**src/sv/rfc_pkg.sv**
```systemverilog
// Package for the read response frame checker.
// Holds the beat structs, status and register index codes, FSM state type and CRC step.
// No dependencies.
package rfc_pkg;

   // Result status codes
   localparam logic [2:0] STATUS_OK        = 3'd0;
   localparam logic [2:0] STATUS_SHORT     = 3'd1;
   localparam logic [2:0] STATUS_COUNT_BAD = 3'd2;
   localparam logic [2:0] STATUS_CRC_BAD   = 3'd3;
   localparam logic [2:0] STATUS_MISMATCH  = 3'd4;
   localparam logic [2:0] STATUS_TOO_MANY  = 3'd5;

   // Configuration register indexes
   localparam logic [1:0] CSR_SLAVE_ADDRESS = 2'd0;
   localparam logic [1:0] CSR_FUNCTION_CODE = 2'd1;
   localparam logic [1:0] CSR_MAX_REGISTERS = 2'd2;

   // Frame constants
   localparam logic [15:0] CRC_START      = 16'hFFFF;
   localparam logic [15:0] CRC_POLY       = 16'hA001;
   localparam logic [9:0]  FRAME_OVERHEAD = 10'd5;
   localparam logic [9:0]  LENGTH_MAX     = 10'd1023;

   typedef struct packed {
      logic [7:0] data_byte;
      logic       frame_end;
   } req_type;

   typedef struct packed {
      logic [2:0]  status;
      logic [5:0]  reg_total;
      logic [4:0]  register_index;
      logic [15:0] register_value;
      logic        value_valid;
      logic        run_last;
   } rsp_type;

   typedef enum logic [1:0] {
      ST_IDLE,
      ST_CHECK,
      ST_EMIT
   } state_type;

   // Controller to datapath commands
   typedef struct packed {
      logic byte_en;   // take one frame byte
      logic check_en;  // evaluate frame, clear per-frame state
      logic load_en;   // load next result into output register
   } ctl_cmd_type;

   // Datapath to controller status
   typedef struct packed {
      logic slot_free; // output register empty or being taken
      logic single;    // error or zero-count frame: one result
      logic run_done;  // current result is the last of the run
   } dp_status_type;

   // Reflected CRC-16 over one byte, eight shift steps
   function automatic logic [15:0] crc16_step(input logic [15:0] crc, input logic [7:0] b);
      logic [15:0] c;
      c = crc ^ {8'h00, b};
      for (int i = 0; i < 8; i++) begin
         if (c[0]) begin
            c = (c >> 1) ^ CRC_POLY;
         end else begin
            c = c >> 1;
         end
      end
      return c;
   endfunction

endpackage

```
**src/sv/rfc_ctrl.sv**
```systemverilog
// Controller FSM for the read response frame checker.
// Sequences byte intake, frame check and result emission. Depends on rfc_pkg.
module rfc_ctrl (
   input  logic                   clock,
   input  logic                   reset,
   input  logic                   req_valid,
   input  logic                   req_frame_end,
   output logic                   req_stall,
   input  rfc_pkg::dp_status_type dp_status,
   output rfc_pkg::ctl_cmd_type   cmd
);

   rfc_pkg::state_type state_ff, state_in;

   // State register
   always_ff @(posedge clock) begin
      if (reset) begin
         state_ff <= rfc_pkg::ST_IDLE;
      end else begin
         state_ff <= state_in;
      end
   end

   // Next state and commands
   always_comb begin
      state_in     = state_ff;
      cmd          = '0;
      req_stall    = 1'b1;
      unique case (state_ff)
         rfc_pkg::ST_IDLE: begin
            req_stall   = 1'b0;
            cmd.byte_en = req_valid;
            if (req_valid && req_frame_end) begin
               state_in = rfc_pkg::ST_CHECK;
            end
         end
         rfc_pkg::ST_CHECK: begin
            cmd.check_en = 1'b1;
            state_in     = rfc_pkg::ST_EMIT;
         end
         rfc_pkg::ST_EMIT: begin
            // load a result whenever the output register can take it
            if (dp_status.slot_free) begin
               cmd.load_en = 1'b1;
               if (dp_status.single || dp_status.run_done) begin
                  state_in = rfc_pkg::ST_IDLE;
               end
            end
         end
         default: begin
            state_in = rfc_pkg::ST_IDLE;
         end
      endcase
   end

endmodule

```
**src/sv/rfc_datapath.sv**
```systemverilog
// Datapath for the read response frame checker: frame state, CRC, register store,
// configuration registers, checks and the output register. Depends on rfc_pkg.
module rfc_datapath #(
   parameter int MAX_REGS = 32
) (
   input  logic                   clock,
   input  logic                   reset,
   input  rfc_pkg::req_type       req_data,
   input  rfc_pkg::ctl_cmd_type   cmd,
   output rfc_pkg::dp_status_type dp_status,
   input  logic                   csr_wr_en,
   input  logic [1:0]             csr_addr,
   input  logic [7:0]             csr_wr_data,
   output logic                   rsp_valid,
   input  logic                   rsp_stall,
   output rfc_pkg::rsp_type       rsp_data
);

   localparam int AW = (MAX_REGS > 1) ? $clog2(MAX_REGS) : 1;
   localparam logic [8:0] SlotLimit = 9'(MAX_REGS);
   localparam logic [6:0] RegsLimit = 7'(MAX_REGS);

   // configuration
   logic [7:0] slave_address_ff;
   logic [7:0] function_code_ff;
   logic [5:0] max_registers_ff;

   // per-frame state
   logic [15:0] crc_ff, crc_in;
   logic [7:0]  delay0_ff, delay1_ff;
   logic [9:0]  length_ff, length_in;
   logic [7:0]  address_ff, function_ff, count_byte_ff, high_ff;

   // emission state
   logic [2:0]  status_ff, status_in;
   logic [5:0]  count_ff;
   logic [5:0]  k_ff, k_next;
   logic        rsp_valid_ff;
   rfc_pkg::rsp_type rsp_data_ff;

   // register store
   logic [15:0] store_mem [MAX_REGS];
   logic [15:0] rd_data_ff;
   logic        wr_en;
   logic [8:0]  wr_slot;
   logic        rd_en;
   logic [AW-1:0] rd_addr;

   logic [6:0]  count_full;
   logic [6:0]  limit;
   logic [15:0] received;

   // Configuration writes; indexes beyond the list are dropped
   always_ff @(posedge clock) begin
      if (reset) begin
         slave_address_ff <= 8'd1;
         function_code_ff <= 8'd3;
         max_registers_ff <= 6'd32;
      end else if (csr_wr_en) begin
         unique case (csr_addr)
            rfc_pkg::CSR_SLAVE_ADDRESS: slave_address_ff <= csr_wr_data;
            rfc_pkg::CSR_FUNCTION_CODE: function_code_ff <= csr_wr_data;
            rfc_pkg::CSR_MAX_REGISTERS: max_registers_ff <= csr_wr_data[5:0];
            default: ;
         endcase
      end
   end

   // Next CRC and saturating length for an incoming byte
   always_comb begin
      crc_in = crc_ff;
      if (length_ff >= 10'd2) begin
         crc_in = rfc_pkg::crc16_step(crc_ff, delay1_ff);
      end
      length_in = (length_ff < rfc_pkg::LENGTH_MAX) ? length_ff + 10'd1 : length_ff;
   end

   // Store write on the low byte of each word that fits in the store
   assign wr_slot = length_ff[9:1] - 9'd2;
   assign wr_en   = cmd.byte_en && (length_ff >= 10'd4) && !length_ff[0]
                    && (wr_slot < SlotLimit);

   // Frame state: capture header, words and delay line; clear after the check
   always_ff @(posedge clock) begin
      if (reset || cmd.check_en) begin
         crc_ff        <= rfc_pkg::CRC_START;
         delay0_ff     <= '0;
         delay1_ff     <= '0;
         length_ff     <= '0;
         address_ff    <= '0;
         function_ff   <= '0;
         count_byte_ff <= '0;
         high_ff       <= '0;
      end else if (cmd.byte_en) begin
         crc_ff    <= crc_in;
         delay1_ff <= delay0_ff;
         delay0_ff <= req_data.data_byte;
         length_ff <= length_in;
         priority if (length_ff == 10'd0) begin
            address_ff <= req_data.data_byte;
         end else if (length_ff == 10'd1) begin
            function_ff <= req_data.data_byte;
         end else if (length_ff == 10'd2) begin
            count_byte_ff <= req_data.data_byte;
         end else if (length_ff[0]) begin
            high_ff <= req_data.data_byte;
         end else begin
            // low byte of a word goes to the store
         end
      end
   end

   // Register store memory
   always_ff @(posedge clock) begin
      if (wr_en) begin
         store_mem[wr_slot[AW-1:0]] <= {high_ff, req_data.data_byte};
      end
      if (rd_en) begin
         rd_data_ff <= store_mem[rd_addr];
      end
   end

   // Frame checks, first failure wins
   assign received   = {delay0_ff, delay1_ff};
   assign count_full = count_byte_ff[7:1];
   assign limit      = ({1'b0, max_registers_ff} > RegsLimit) ? RegsLimit
                                                              : {1'b0, max_registers_ff};
   always_comb begin
      priority if (length_ff < rfc_pkg::FRAME_OVERHEAD || slave_address_ff == 8'd0) begin
         status_in = rfc_pkg::STATUS_SHORT;
      end else if (crc_ff != received) begin
         status_in = rfc_pkg::STATUS_CRC_BAD;
      end else if (address_ff != slave_address_ff || function_ff != function_code_ff) begin
         status_in = rfc_pkg::STATUS_MISMATCH;
      end else if (count_byte_ff[0] ||
                   length_ff != {2'b00, count_byte_ff} + rfc_pkg::FRAME_OVERHEAD) begin
         status_in = rfc_pkg::STATUS_COUNT_BAD;
      end else if (count_full > limit) begin
         status_in = rfc_pkg::STATUS_TOO_MANY;
      end else begin
         status_in = rfc_pkg::STATUS_OK;
      end
   end

   // Read address: entry 0 at the check, then one ahead of each load
   assign k_next  = k_ff + 6'd1;
   assign rd_en   = cmd.check_en || cmd.load_en;
   assign rd_addr = cmd.check_en ? '0 : k_next[AW-1:0];

   // Latch check result and advance the run index
   always_ff @(posedge clock) begin
      if (cmd.check_en) begin
         status_ff <= status_in;
         count_ff  <= count_full[5:0];
         k_ff      <= '0;
      end else if (cmd.load_en) begin
         k_ff <= k_next;
      end
   end

   assign dp_status.slot_free = !rsp_valid_ff || !rsp_stall;
   assign dp_status.single    = (status_ff != rfc_pkg::STATUS_OK) || (count_ff == 6'd0);
   assign dp_status.run_done  = (k_next == count_ff);

   // Output register: hold while stalled, drop the beat once taken
   always_ff @(posedge clock) begin
      if (reset) begin
         rsp_valid_ff <= 1'b0;
      end else if (cmd.load_en) begin
         rsp_valid_ff <= 1'b1;
      end else if (!rsp_stall) begin
         rsp_valid_ff <= 1'b0;
      end
   end

   always_ff @(posedge clock) begin
      if (cmd.load_en) begin
         if (dp_status.single) begin
            rsp_data_ff.status         <= status_ff;
            rsp_data_ff.reg_total      <= '0;
            rsp_data_ff.register_index <= '0;
            rsp_data_ff.register_value <= '0;
            rsp_data_ff.value_valid    <= 1'b0;
            rsp_data_ff.run_last       <= 1'b1;
         end else begin
            rsp_data_ff.status         <= rfc_pkg::STATUS_OK;
            rsp_data_ff.reg_total      <= count_ff;
            rsp_data_ff.register_index <= k_ff[4:0];
            rsp_data_ff.register_value <= rd_data_ff;
            rsp_data_ff.value_valid    <= 1'b1;
            rsp_data_ff.run_last       <= dp_status.run_done;
         end
      end
   end

   assign rsp_valid = rsp_valid_ff;
   assign rsp_data  = rsp_data_ff;

endmodule

```
**src/sv/read_response_frame_checker_top.sv**
```systemverilog
// Read response frame checker: one frame byte per beat, a CRC-16 check and a run of
// register results per frame. The final byte starts the check; then results are loaded
// one per cycle while the output is taken, from the single store read port.
// Throughput: one byte per cycle within a frame; input stalls from the final byte until
// the last result enters the output register. Reset (synchronous) restores the config
// registers and frame state; the register store is not cleared.
// Depends on rfc_pkg, rfc_ctrl and rfc_datapath.
module read_response_frame_checker_top #(
   parameter int MAX_REGS = 32
) (
   input  logic             clock,
   input  logic             reset,
   input  logic             req_valid,
   output logic             req_stall,
   input  rfc_pkg::req_type req_data,
   output logic             rsp_valid,
   input  logic             rsp_stall,
   output rfc_pkg::rsp_type rsp_data,
   input  logic             csr_wr_en,
   input  logic [1:0]       csr_addr,
   input  logic [7:0]       csr_wr_data
);

   rfc_pkg::ctl_cmd_type   cmd;
   rfc_pkg::dp_status_type dp_status;

   rfc_ctrl u_ctrl (
      .clock         (clock),
      .reset         (reset),
      .req_valid     (req_valid),
      .req_frame_end (req_data.frame_end),
      .req_stall     (req_stall),
      .dp_status     (dp_status),
      .cmd           (cmd)
   );

   rfc_datapath #(
      .MAX_REGS (MAX_REGS)
   ) u_datapath (
      .clock       (clock),
      .reset       (reset),
      .req_data    (req_data),
      .cmd         (cmd),
      .dp_status   (dp_status),
      .csr_wr_en   (csr_wr_en),
      .csr_addr    (csr_addr),
      .csr_wr_data (csr_wr_data),
      .rsp_valid   (rsp_valid),
      .rsp_stall   (rsp_stall),
      .rsp_data    (rsp_data)
   );

endmodule
```
**config.mk**
```make
export PLATFORM = sky130hd
export DESIGN_NAME = read_response_frame_checker_top
export DESIGN_NICKNAME = d
export VERILOG_FILES = /design/src/sv/rfc_pkg.sv /design/src/sv/rfc_ctrl.sv /design/src/sv/rfc_datapath.sv /design/src/sv/read_response_frame_checker_top.sv
export SDC_FILE = /design/constraint.sdc
export NUM_CORES = 1
export LEC_CHECK = 0
export ABC_AREA = 1
export BUFFER_PORTS_ARGS = -buffer_cell sky130_fd_sc_hd__buf_2
export CORE_MARGIN = 4
export CORE_UTILIZATION = 45
export CTS_CLUSTER_SIZE = 12
export DETAILED_ROUTE_END_ITERATION = 10
export GPL_TIMING_DRIVEN = 1
export MAX_ROUTING_LAYER = met4
export SLEW_MARGIN = 25
export SYNTH_ARGS = -nofsm -noshare
export SYNTH_HDL_FRONTEND = slang
export SYNTH_HIERARCHICAL = 1
export SYNTH_SLANG_ARGS = --single-unit
```
**constraint.sdc**
```tcl
create_clock -name clock -period 2.88 [get_ports clock]
set_clock_uncertainty 0.1 [all_clocks]
set_input_delay 0.576 -clock clock [delete_from_list [all_inputs] [get_ports clock]]
set_output_delay 0.576 -clock clock [all_outputs]
set_load 0.01 [all_outputs]
```
* Word-level counts from Yosys, hierarchy flattened
Memories as Yosys holds them, arrays and structs flattened. A register that Yosys moved wholly into a read port is not among the register bits.
Index checks and enable logic that the tools add are counted.
** Operators by class
- $add $sub $neg :: 4
- $lt $le $gt $ge :: 7
- Eq/ne operators :: 15
- Muxes and demuxes :: 35
- Bitwise logic cells :: 12
- Reductions and logical operators :: 32
** Operators by type and width (number)
- 2-to-1 mux 16 bit :: 15
- inverter 2 -> 3 bit :: 8
- != test 16 bit :: 1
- != test 8 bit :: 2
- XOR 16 x 8 -> 16 bit :: 1
- AND reduction 2 bit :: 6
- adder 10 x 1 -> 10 bit, second input constant :: 1
- equality test 10 x 1 -> 1 bit, second input constant :: 1
- equality test 10 x 2 -> 1 bit, second input constant :: 1
- >= comparator 10 x 2 -> 1 bit, second input constant :: 1
- >= comparator 10 x 3 -> 1 bit, second input constant :: 1
- zero test 10 bit :: 1
- < comparator 10 bit, second input constant :: 1
- < comparator 10 x 3 -> 1 bit, second input constant :: 1
- 2-to-1 mux 2 bit :: 5
- != test 10 bit :: 1
- adder 8 x 3 -> 9 bit, second input constant :: 1
- < comparator 9 x 6 -> 1 bit, second input constant :: 1
- 2-to-1 mux 1 bit :: 9
- 2-to-1 mux 3 bit :: 3
- subtractor 9 x 2 -> 9 bit, second input constant :: 1
- zero test 8 bit :: 1
- logical OR 1 bit :: 8
- > comparator 7 bit :: 1
- other kinds (20) :: 33
** Word-level totals
- Register bits after elaboration :: 146
- Memory bits (writable) :: 512
- Input port bits :: 24
- Output and inout bits :: 34
- Logic and storage cells :: 129
- Memories :: 1
** Memories
- u_datapath.store_mem :: words 32, width 16, rd ports 1, clocked after Yosys merged registers in 1, wr ports 1, RTL line rfc_datapath.sv:42 : logic [15:0] store_mem [MAX_REGS];

* Longest topological paths before layout
Gate-level depths: netlist of the first run.
- Depth after elaboration :: 24
- Gate-level depth with buffers :: 17
- Depth with buffers taken out :: 15

* By module
The synthesis of the first run kept the hierarchy.
** By module, submodules not included
- rfc_datapath :: times used 1, cells each 2304, area an instance 27326.2 µm², sequential area each 19148.4 µm²
- rfc_ctrl :: times used 1, cells each 17, area an instance 127.6 µm², sequential area each 40.0 µm²

* Least setup slack after synthesis of the first run
No wires, ideal clock.
- Kind :: register -> register
- Start :: register u_datapath.length_ff[2]
- End :: memory u_datapath.store_mem[12][0] (enable)
- Library setup time :: 0.388 ns
- Data arrival time :: 2.339 ns
- Data required time :: 2.392 ns
- Slack :: 0.052 ns
- Stages on the path, launching flop included :: 14
- Buffers on the path :: 0
- Clock period less this slack :: 2.828 ns
- Path through :: dfxtp_1 > clkinv_1 > ha_1 > nand2_2 > nor2_1 > nand2_1 > nand3_1 > inv_1 > o221ai_1 > nor2_1 > nand2_1 > nor2_2 > nand2_1 > nor2_1
** Between the ends
- Cells in the longest elaborated chain, start to end :: 6
- Elaborated cells between the ends (all ways) :: 8
- Those cells by class :: add/sub (1); order compare (2); mux (2); reduce/logical (3)
** Ends and longest elaborated chain
- from (decl) :: RTL line rfc_datapath.sv:31 : logic [9:0] length_ff, length_in;
- from (signal assigned) :: RTL line rfc_datapath.sv:98 : length_ff <= length_in;
- parallel branches: the longest is 6 deep, another holds subtractor 9 x 2 -> 9 bit
- to (decl) :: RTL line rfc_datapath.sv:42
Parallel ways; which one is timed is not known.

==> metrics.md, run 1 <==
| Metric | Value |
|---|---|
| Clk sinks | `about 670` |
| Peak Freq | `around 0.38 GHz` |
| Die area | `~65000 um2` |
| Startpoint types | `flop` |
| Min cycle time layout | `between 2000 and 3000 ps` |
| Logic pwr share | `approximately a quarter` |
| Status | `completed` |
| Slew Limit Fails | `0` |
| Kind of critical path | `flop to flop` |
| Clock Latency Late Sink | `600 ps` |
| Layout cells sized above 1 | `between 10% and 20%` |
| Sw Pwr | `roughly 8200 uW` |
| CP Capture Type | `flop` |
| RSZ-0062 raised after global routing | `false` |
| First-pass GRT wire length | `~110000 um` |
| Mapped Nets | `roughly 2400` |
| Final Cell Area | `~32000 um2` |
| Peak VDD IR | `0.000448 V` |
| Drt first pass iters | `6` |
| Final Cycle Share | `91.8%` |
| Syn Area/Cell | `between 10 and 15 um2` |
| Type of the worst min-delay path | `input pin to flop` |
| Die Y | `about 260 um` |
| Final non-filler cell total | `3288` |
| Tightest Pin Transition | `around 1000 ps` |
| Mapped Area | `~27000 um2` |
| CTS tree | `yes` |
| Setup Buffers After CTS | `0` |
| Max-capacitance violation count | `0` |
| Most frequent cells in the layout | `edfxtp_1 (569), nor2_1 (442), o21ai_0 (275)` |
| Horiz. Die Dim | `roughly 260 um` |
| ANT cells | `0` |
| Int Pwr | `17800 uW` |
| Worst Hold Launch | `req_data[0]` |
| Leading area contributor after synthesis | `edfxtp_1` |
| Core Region | `~60000 um2` |
| Headroom to the max-slew limit | `between 30% and 40%` |
| Seq cells post-synth | `between 600 and 700` |
| I/O Buffers | `57` |
| Slowest-stage cell, CP | `inv_2` |
| Gr ovfl total | `0` |
| LEAKAGE | `approximately 0.011 uW` |
| WL per Instance | `between 20 and 25 um` |
| DRT antenna net count | `0` |
| Worst Path Arrival | `2980 ps` |
| DP Wirelength | `a little under 50000 um` |
| Post-placement cell count | `3169` |
| Effective utilization at floorplan | `45.5%` |
| Clk pwr share | `roughly 33%` |
| CTS root buffer | `clkbuf_16` |
| Gr usage total | `between 20% and 30%` |
| Final setup violation count | `0` |
| CTS buffer count | `72` |
| DR vias/cell | `a little under 6` |
| Crit-path cells | `inv_2 > nand2_1 > inv_1 > buf_4 > inv_1 > nand3_2 > inv_2 > nand3_1 > nand2_1 > nor2_1 > a31oi_1` |
| Clock slew at reported path FFs | `about 60 ps` |
| Max clock buf depth | `3` |
| Setup tns final | `0 ps` |
| CTS Hold Bufs | `0` |
| Pin count of the biggest net entering global routing | `71` |
| Sw Share | `31.5%` |
| FP Rows | `90` |
| H-tree depth | `3` |
| Power Dens Cells | `818 nW/um2` |
| Critical Path Start | `u_ctrl/state_ff[1]` |
| Fin util | `a little over half` |
| Sequential share of power | `between 40% and 50%` |
| Initial drt markers | `just over 2000` |
| Final GP Congestion | `0.900` |
| Top-Level Pins | `58` |
| Post_cts resized | `0` |
| Sequential fraction of the synthesis area | `between 60 and 70%` |
| Routed WL | `about 75000 um` |
| Slowest stage delay, CP | `between 500 and 600 ps` |
| DRC viols | `0` |
| Syn-to-layout area delta | `15.6%` |
| DR vias | `roughly 19000` |
| DP Area | `about 30000 um2` |
| Total Nets Final | `around 2500` |
| Syn Inst Count | `around 2300` |
| Initial antenna violation count | `0` |
| CP Data Required Time | `around 3200 ps` |
| Largest cells by area after synthesis | `edfxtp_1 (62%), dfxtp_1 (7.7%), nor2_1 (6.1%), o21ai_0 (5.0%), nand2_1 (2.4%)` |
| Synth top area share | `62.2%` |
| Vias in the first global route | `about 18000` |
| Distinct cells, synth | `57` |
| Worst R2R Start | `u_ctrl/state_ff[1]` |
| Critical Path Fanout Max | `31` |
| Final hold viol count | `0` |
| Commonest non-fill, non-tap cell in the layout | `edfxtp_1` |
| Final worst slack | `237 ps` |
| Synth warn | `6` |
| Pre-CTS setup slack | `approximately 230 ps` |
[critical path: cells and delay by family, from the launching register on]
family,cells,cell delay (ps)
AOI/OAI and AO/OA,1,190
and+or+nand+nor,5,750
DFF,1,330
buffers and inverters,5,1070
[cell families after synthesis]
family / Yosys count / synth area share (%)
AOI/OAI and AO/OA: 584 / 12.8
muxes: 3 / 0.109
DFF: 674 / 69.9
and+or+nand+nor: 751 / 11.3
xor gates and xnor gates: 37 / 1.18
buffers and inverters: 255 / 3.97
adders and majority gates: 17 / 0.775
[through the flow]
stage / hold WS (ps) / power (uW)
2_1_floorplan: 342 / 15000
3_3_place_gp: 335 / 17400
3_5_place_dp: 337 / 17500
4_1_cts: 82.3 / 26100
5_1_grt: 91.3 / 27100
6_report: 116 / 25900
[final timing paths]
path                                    end  slack, ps  depth (start not counted)
setup / recovery  u_datapath/rd_data_ff[10]        240                         11
hold reg to reg     u_datapath/rsp_data[30]        350                          0
hold / removal           u_ctrl/state_ff[0]        120                          3
setup reg to reg  u_datapath/rd_data_ff[10]        240                         11
[sequential cells by signal, indices dropped and copies added, names as in the netlist, 8 cells and up]
name                         cells
u_datapath/address_ff            8
u_datapath/rsp_data             32
u_datapath/function_ff           8
u_datapath/length_ff            10
u_datapath/delay0_ff             8
u_datapath/function_code_ff      8
u_datapath/slave_address_ff      8
u_datapath/delay1_ff             8
u_datapath/rd_data_ff           16
u_datapath/high_ff               8
u_datapath/count_byte_ff         8
u_datapath/crc_ff               16
u_datapath/store_mem           512
[cell type report]
cell class	count	area, um2
inverters	124	478
flip-flops and latches	674	19200
repair buffers	197	1720
well taps	782	978
multi-input cells	1392	7180
clock buffers	95	2000
clock inverters	24	176
fillers	5115	28600
[power groups by stage]
stage               registers (uW)  logic [uW]  clock network (uW)
floorplan                    11000        3990                   0
global placement             11000        6390                   0
detailed placement           11000        6440                   0
CTS                          10800        6460                8770
global route                 10800        7080                9190
finish                       10800        6520                8600
[per-layer routing]
layer | global-route usage [%] | share of wire, %
met1 | 32.8 | 43
met2 | 35.7 | 46
met3 | 3.61 | 6.7
met4 | 8.37 | 3.8
met5 | - | 0
[Yosys cell counts (all sizes together)]
cell,count
inv,121
a22oi,2
nand4,10
o211ai,48
o21bai,1
o21a,2
nor3,10
o32ai,7
mux2i,3
a21boi,1
xor2,25
o221ai,52
ha,17
o2111ai,1
a21o,2
o22ai,49
nor3b,1
o311ai,24
buf,64
dfxtp,105
o21ai,300
nand3,77
nor2,453
a211oi,5
or2,4
xnor2,12
nor4,9
nand2,182
and3,2
clkinv,3
clkbuf,67
a21oi,78
a31oi,11
and2,3
edfxtp,569
o31ai,1
No activity file was read; power rests on OpenSTA's default activity.
==> run 2: changes to the inputs <==
Settings changed: ABC_AREA 1 to not set, CORE_UTILIZATION 45 to 55, PLACE_DENSITY set to 0.74.
==> run 2 against run 1 <==
Against the previous run: the flow now finishes with violations (setup timing); clock power down 6.0%; highest routed layer unchanged; sequential share of layout area decreased by 0.96 points; sequential power hardly changed; cell area increased by 1.7%; cell count is 13% lower; critical path type unchanged; critical path depth down 4; global-route usage up 1.8 points; synthesized area rose by 0.59%; non-clock buffer count up 8.
==> metrics.md, run 2 <==
| Metric | Value |
|---|---|
| Commonest non-fill, non-tap cell in the layout | `edfxtp_1` |
| Mapped Nets | `2076 (-12%)` |
| Power Dens Cells | `747 nW/um2 (-8.6%)` |
| Pin count of the biggest net entering global routing | `157 (+120%)` |
| Distinct cells, synth | `63 (+11%)` |
| Syn-to-layout area delta | `16.8%` |
| Leading area contributor after synthesis | `edfxtp_1` |
| Worst path buffer plus inverter count | `1 (-4)` |
| Reg-to-reg setup timing slack | `-30 ps (-270 ps)` |
| Clk sinks | `674 (unchanged)` |
| FF-to-FF End | `u_datapath/store_mem[16][9]` |
| Post-synth top cells | `edfxtp_1 (569), nand2_1 (269), a211oi_1 (153)` |
| WHS Path Cells | `2 (-1)` |
| Max-capacitance violation count | `0 (unchanged)` |
| Headroom to the max-slew limit | `34.5% (+0.053 points)` |
| Critical Path Fanout Max | `8 (-74%)` |
| Initial drt markers | `1860 (-9.3%)` |
| Clock Latency Late Sink | `600 ps (about the same)` |
| Max clock buf depth | `3 (unchanged)` |
| DRC viols | `0 (unchanged)` |
| LEAKAGE | `0.0106 uW (-1.4%)` |
| RSZ-0062 raised after global routing | `true` |
| ANT cells | `0 (unchanged)` |
| Crit-path cells | `or4_4 > o21ai_2 > nand4_1 > or4_4 > or3b_4 > nor2_4 > clkbuf_16` |
| Fin util | `65.5% (+13 points)` |
| Startpoint types | `flop` |
| R2R cell count | `7 (-4)` |
| Top-Level Pins | `58 (unchanged)` |
| Gr usage total | `25.4% (+1.8 points)` |
| Worst Hold Launch | `req_data[0]` |
| CTS root buffer | `clkbuf_16` |
| Final worst slack | `-31.1 ps (-268 ps)` |
| Layout fillers | `3393 (-34%)` |
| Effective utilization at floorplan | `56.1% (+11 points)` |
| CP Capture Type | `flop` |
| I/O Buffers | `57 (unchanged)` |
| Ys async rst share | `0% (unchanged)` |
| Core Region | `49300 um2 (-18%)` |
| FP Rows | `81 (-10%)` |
| Setup tns final | `-315 ps (-315 ps)` |
| Syn Inst Count | `2035 (-12%)` |
| Reg area | `19200 um2 (about the same)` |
| Final hold viol count | `0 (unchanged)` |
| Top FF cell, synth | `edfxtp_1` |
| Most frequent cells in the layout | `edfxtp_1 (569), nand2_1 (268), a211oi_1 (144)` |
| Peak VDD IR | `0.000746 V (+66%)` |
| Worst R2R Start | `u_datapath/length_ff[4]` |
| Drt first pass iters | `6 (unchanged)` |
| Final GP Congestion | `0.918 (+2.0%)` |
| Area of the multi-input gates | `8150 um2 (+13%)` |
| Type of the worst min-delay path | `input pin to flop` |
| WL per Instance | `23.1 um (+0.74%)` |
| DR vias | `17500 (-7.7%)` |
| DR vias/cell | `6.10 (+5.6%)` |
| Slew Limit Fails | `0 (unchanged)` |
| Status | `finished with violations` |
| Horiz. Die Dim | `232 um (-9.0%)` |
| Clock slew at reported path FFs | `60 ps (about the same)` |
| Slowest-stage cell, CP | `or4_4` |
| Kind of critical path | `flop to flop` |
| Final Cycle Share | `101% (+9.3 points)` |
| Syn Area/Cell | `13.6 um2 (+15%)` |
| Post-synth EDFFs | `569 (unchanged)` |
| Hold Path Sink | `u_ctrl/state_ff[0]` |
| Synth top area share | `61.9% (-0.36 points)` |
| Sequential fraction of the synthesis area | `69.5% (-0.41 points)` |
| CTS buffer count | `70 (-2.8%)` |
| Tightest Pin Transition | `982 ps (-0.794 ps)` |
| Most used cell, CP | `or4_4` |
| Gr ovfl total | `0 (unchanged)` |
| Largest cells by area after synthesis | `edfxtp_1 (62%), dfxtp_1 (7.6%), a211oi_1 (4.2%), nand2_1 (3.7%), nor2b_1 (2.9%)` |
| First-pass GRT wire length | `102000 um (-9.3%)` |
| Min cycle time layout | `2910 ps (+268 ps)` |
| Layout cells sized above 1 | `17.1% (+3.8 points)` |
| CP Data Required Time | `3100 ps (-110 ps)` |
| Die Y | `232 um (-9.0%)` |
| Vias in the first global route | `17100 (-5.9%)` |
| Peak Freq | `0.344 GHz (-9.2%)` |
| Seq cells post-synth | `674 (unchanged)` |
| CP top delay family | `simple AND/OR/NAND/NOR gates` |
| Initial antenna violation count | `1 (+1)` |
| Most frequent cell after synthesis | `edfxtp_1` |
| DP Wirelength | `40900 um (-15%)` |
| Die area | `53900 um2 (-17%)` |
| Mapped Area | `27600 um2 (+0.59%)` |
| Synth warn | `6 (unchanged)` |
| DRT antenna net count | `0 (unchanged)` |
| CTS tree | `yes` |
| Final setup violation count | `20 (+20)` |
| H-tree depth | `3 (unchanged)` |
| Number of flip-flops under the largest register name | `512 (unchanged)` |
| Failing checks | `setup timing` |
| Routed WL | `66400 um (-12%)` |
| Slowest stage delay, CP | `560 ps (+20 ps)` |
| Worst Path Arrival | `3130 ps (+150 ps)` |
| Total Nets Final | `2211 (-12%)` |
[run 2: changes by cell type after synthesis, sizes merged, moves of 53 or more]
| cell | delta |
|---|---|
| nand3 | -66 |
| a211oi | +148 |
| clkbuf | +58 |
| inv | -105 |
| nand2 | +87 |
| mux2i | +69 |
| nor2b | +130 |
| o21ai | -292 |
| a31oi | +53 |
| nor2 | -335 |
| a21oi | -71 |
[run 2: layout make-up]
type,instances,share of cell area (%)
Clock buffer,100,5.97
Clock inverter,12,0.287
Inverter,16,0.186
Multi-Input combinational cell,1203,25.3
Sequential cell,674,59.5
Tap cell,664,2.57
Timing Repair Buffer,205,6.21
[run 2: cell families (layout without fill, tap and decap cells)]
group                      count (synthesis)  in the layout  synth area share, %
adders and majority gates                 17             17                0.770
buffers and inverters                    158            333                 2.22
xor gates and xnor gates                  80             80                 2.61
AOI/OAI and AO/OA                        377            377                 10.1
DFF                                      674            674                 69.5
and+or+nand+nor                          633            633                 10.9
muxes                                     96             96                 3.91
[run 2: repair_timing]
action | CTS | global route
gates resized for setup | 3 | 16
gates cloned | 0 | 1
pin swaps | 1 | 2
hold buffers | 0 | 0
hold endpoints to repair | 0 | 0
buffers inserted | 0 | 2
setup endpoints to repair | 56 | 208
[run 2: metal layers]
layer	global-route usage, %	up-vias	routed length [um]
met3	4.15	131	5950
met4	7.88	0	1770
met2	39.8	881	31800
met5	-	-	0
met1	34.6	8554	26900
li1	-	7969	-
[run 2: worst max-delay path by stage]
stage,from,endpoint,slack (ps),cells past startpoint
finish,u_datapath/length_ff[4],u_datapath/store_mem[16][9],-30,7
global route,u_datapath/length_ff[4],u_datapath/store_mem[16][8],-80,7
CTS,u_datapath/length_ff[4],u_datapath/store_mem[17][0],5,7
detailed placement,req_valid,u_datapath/store_mem[17][6],-80,8
global placement,req_valid,u_datapath/store_mem[17][15],-70,8
floorplan,u_datapath/length_ff[2],u_datapath/store_mem[17][0],-190,8
[run 2: through the flow]
step	instance area [um2]	instances	hold WS [ps]	total power, uW	worst slack [ps]
detailed placement	30100	2758	392	16000	-82.2
global placement	30100	2758	369	15900	-69.8
floorplan	27800	2035	355	14200	-194
global route	32300	2874	96.4	25100	-77.1
finish	32300	2874	122	24100	-31.1
CTS	32100	2870	92.4	24100	5.39
[run 2: report_power, final]
part           switching, uW  internal, uW  total (uW)
registers               85.0         10700       10800
logic                   3360          1910        5270
clock network           3450          4630        8080
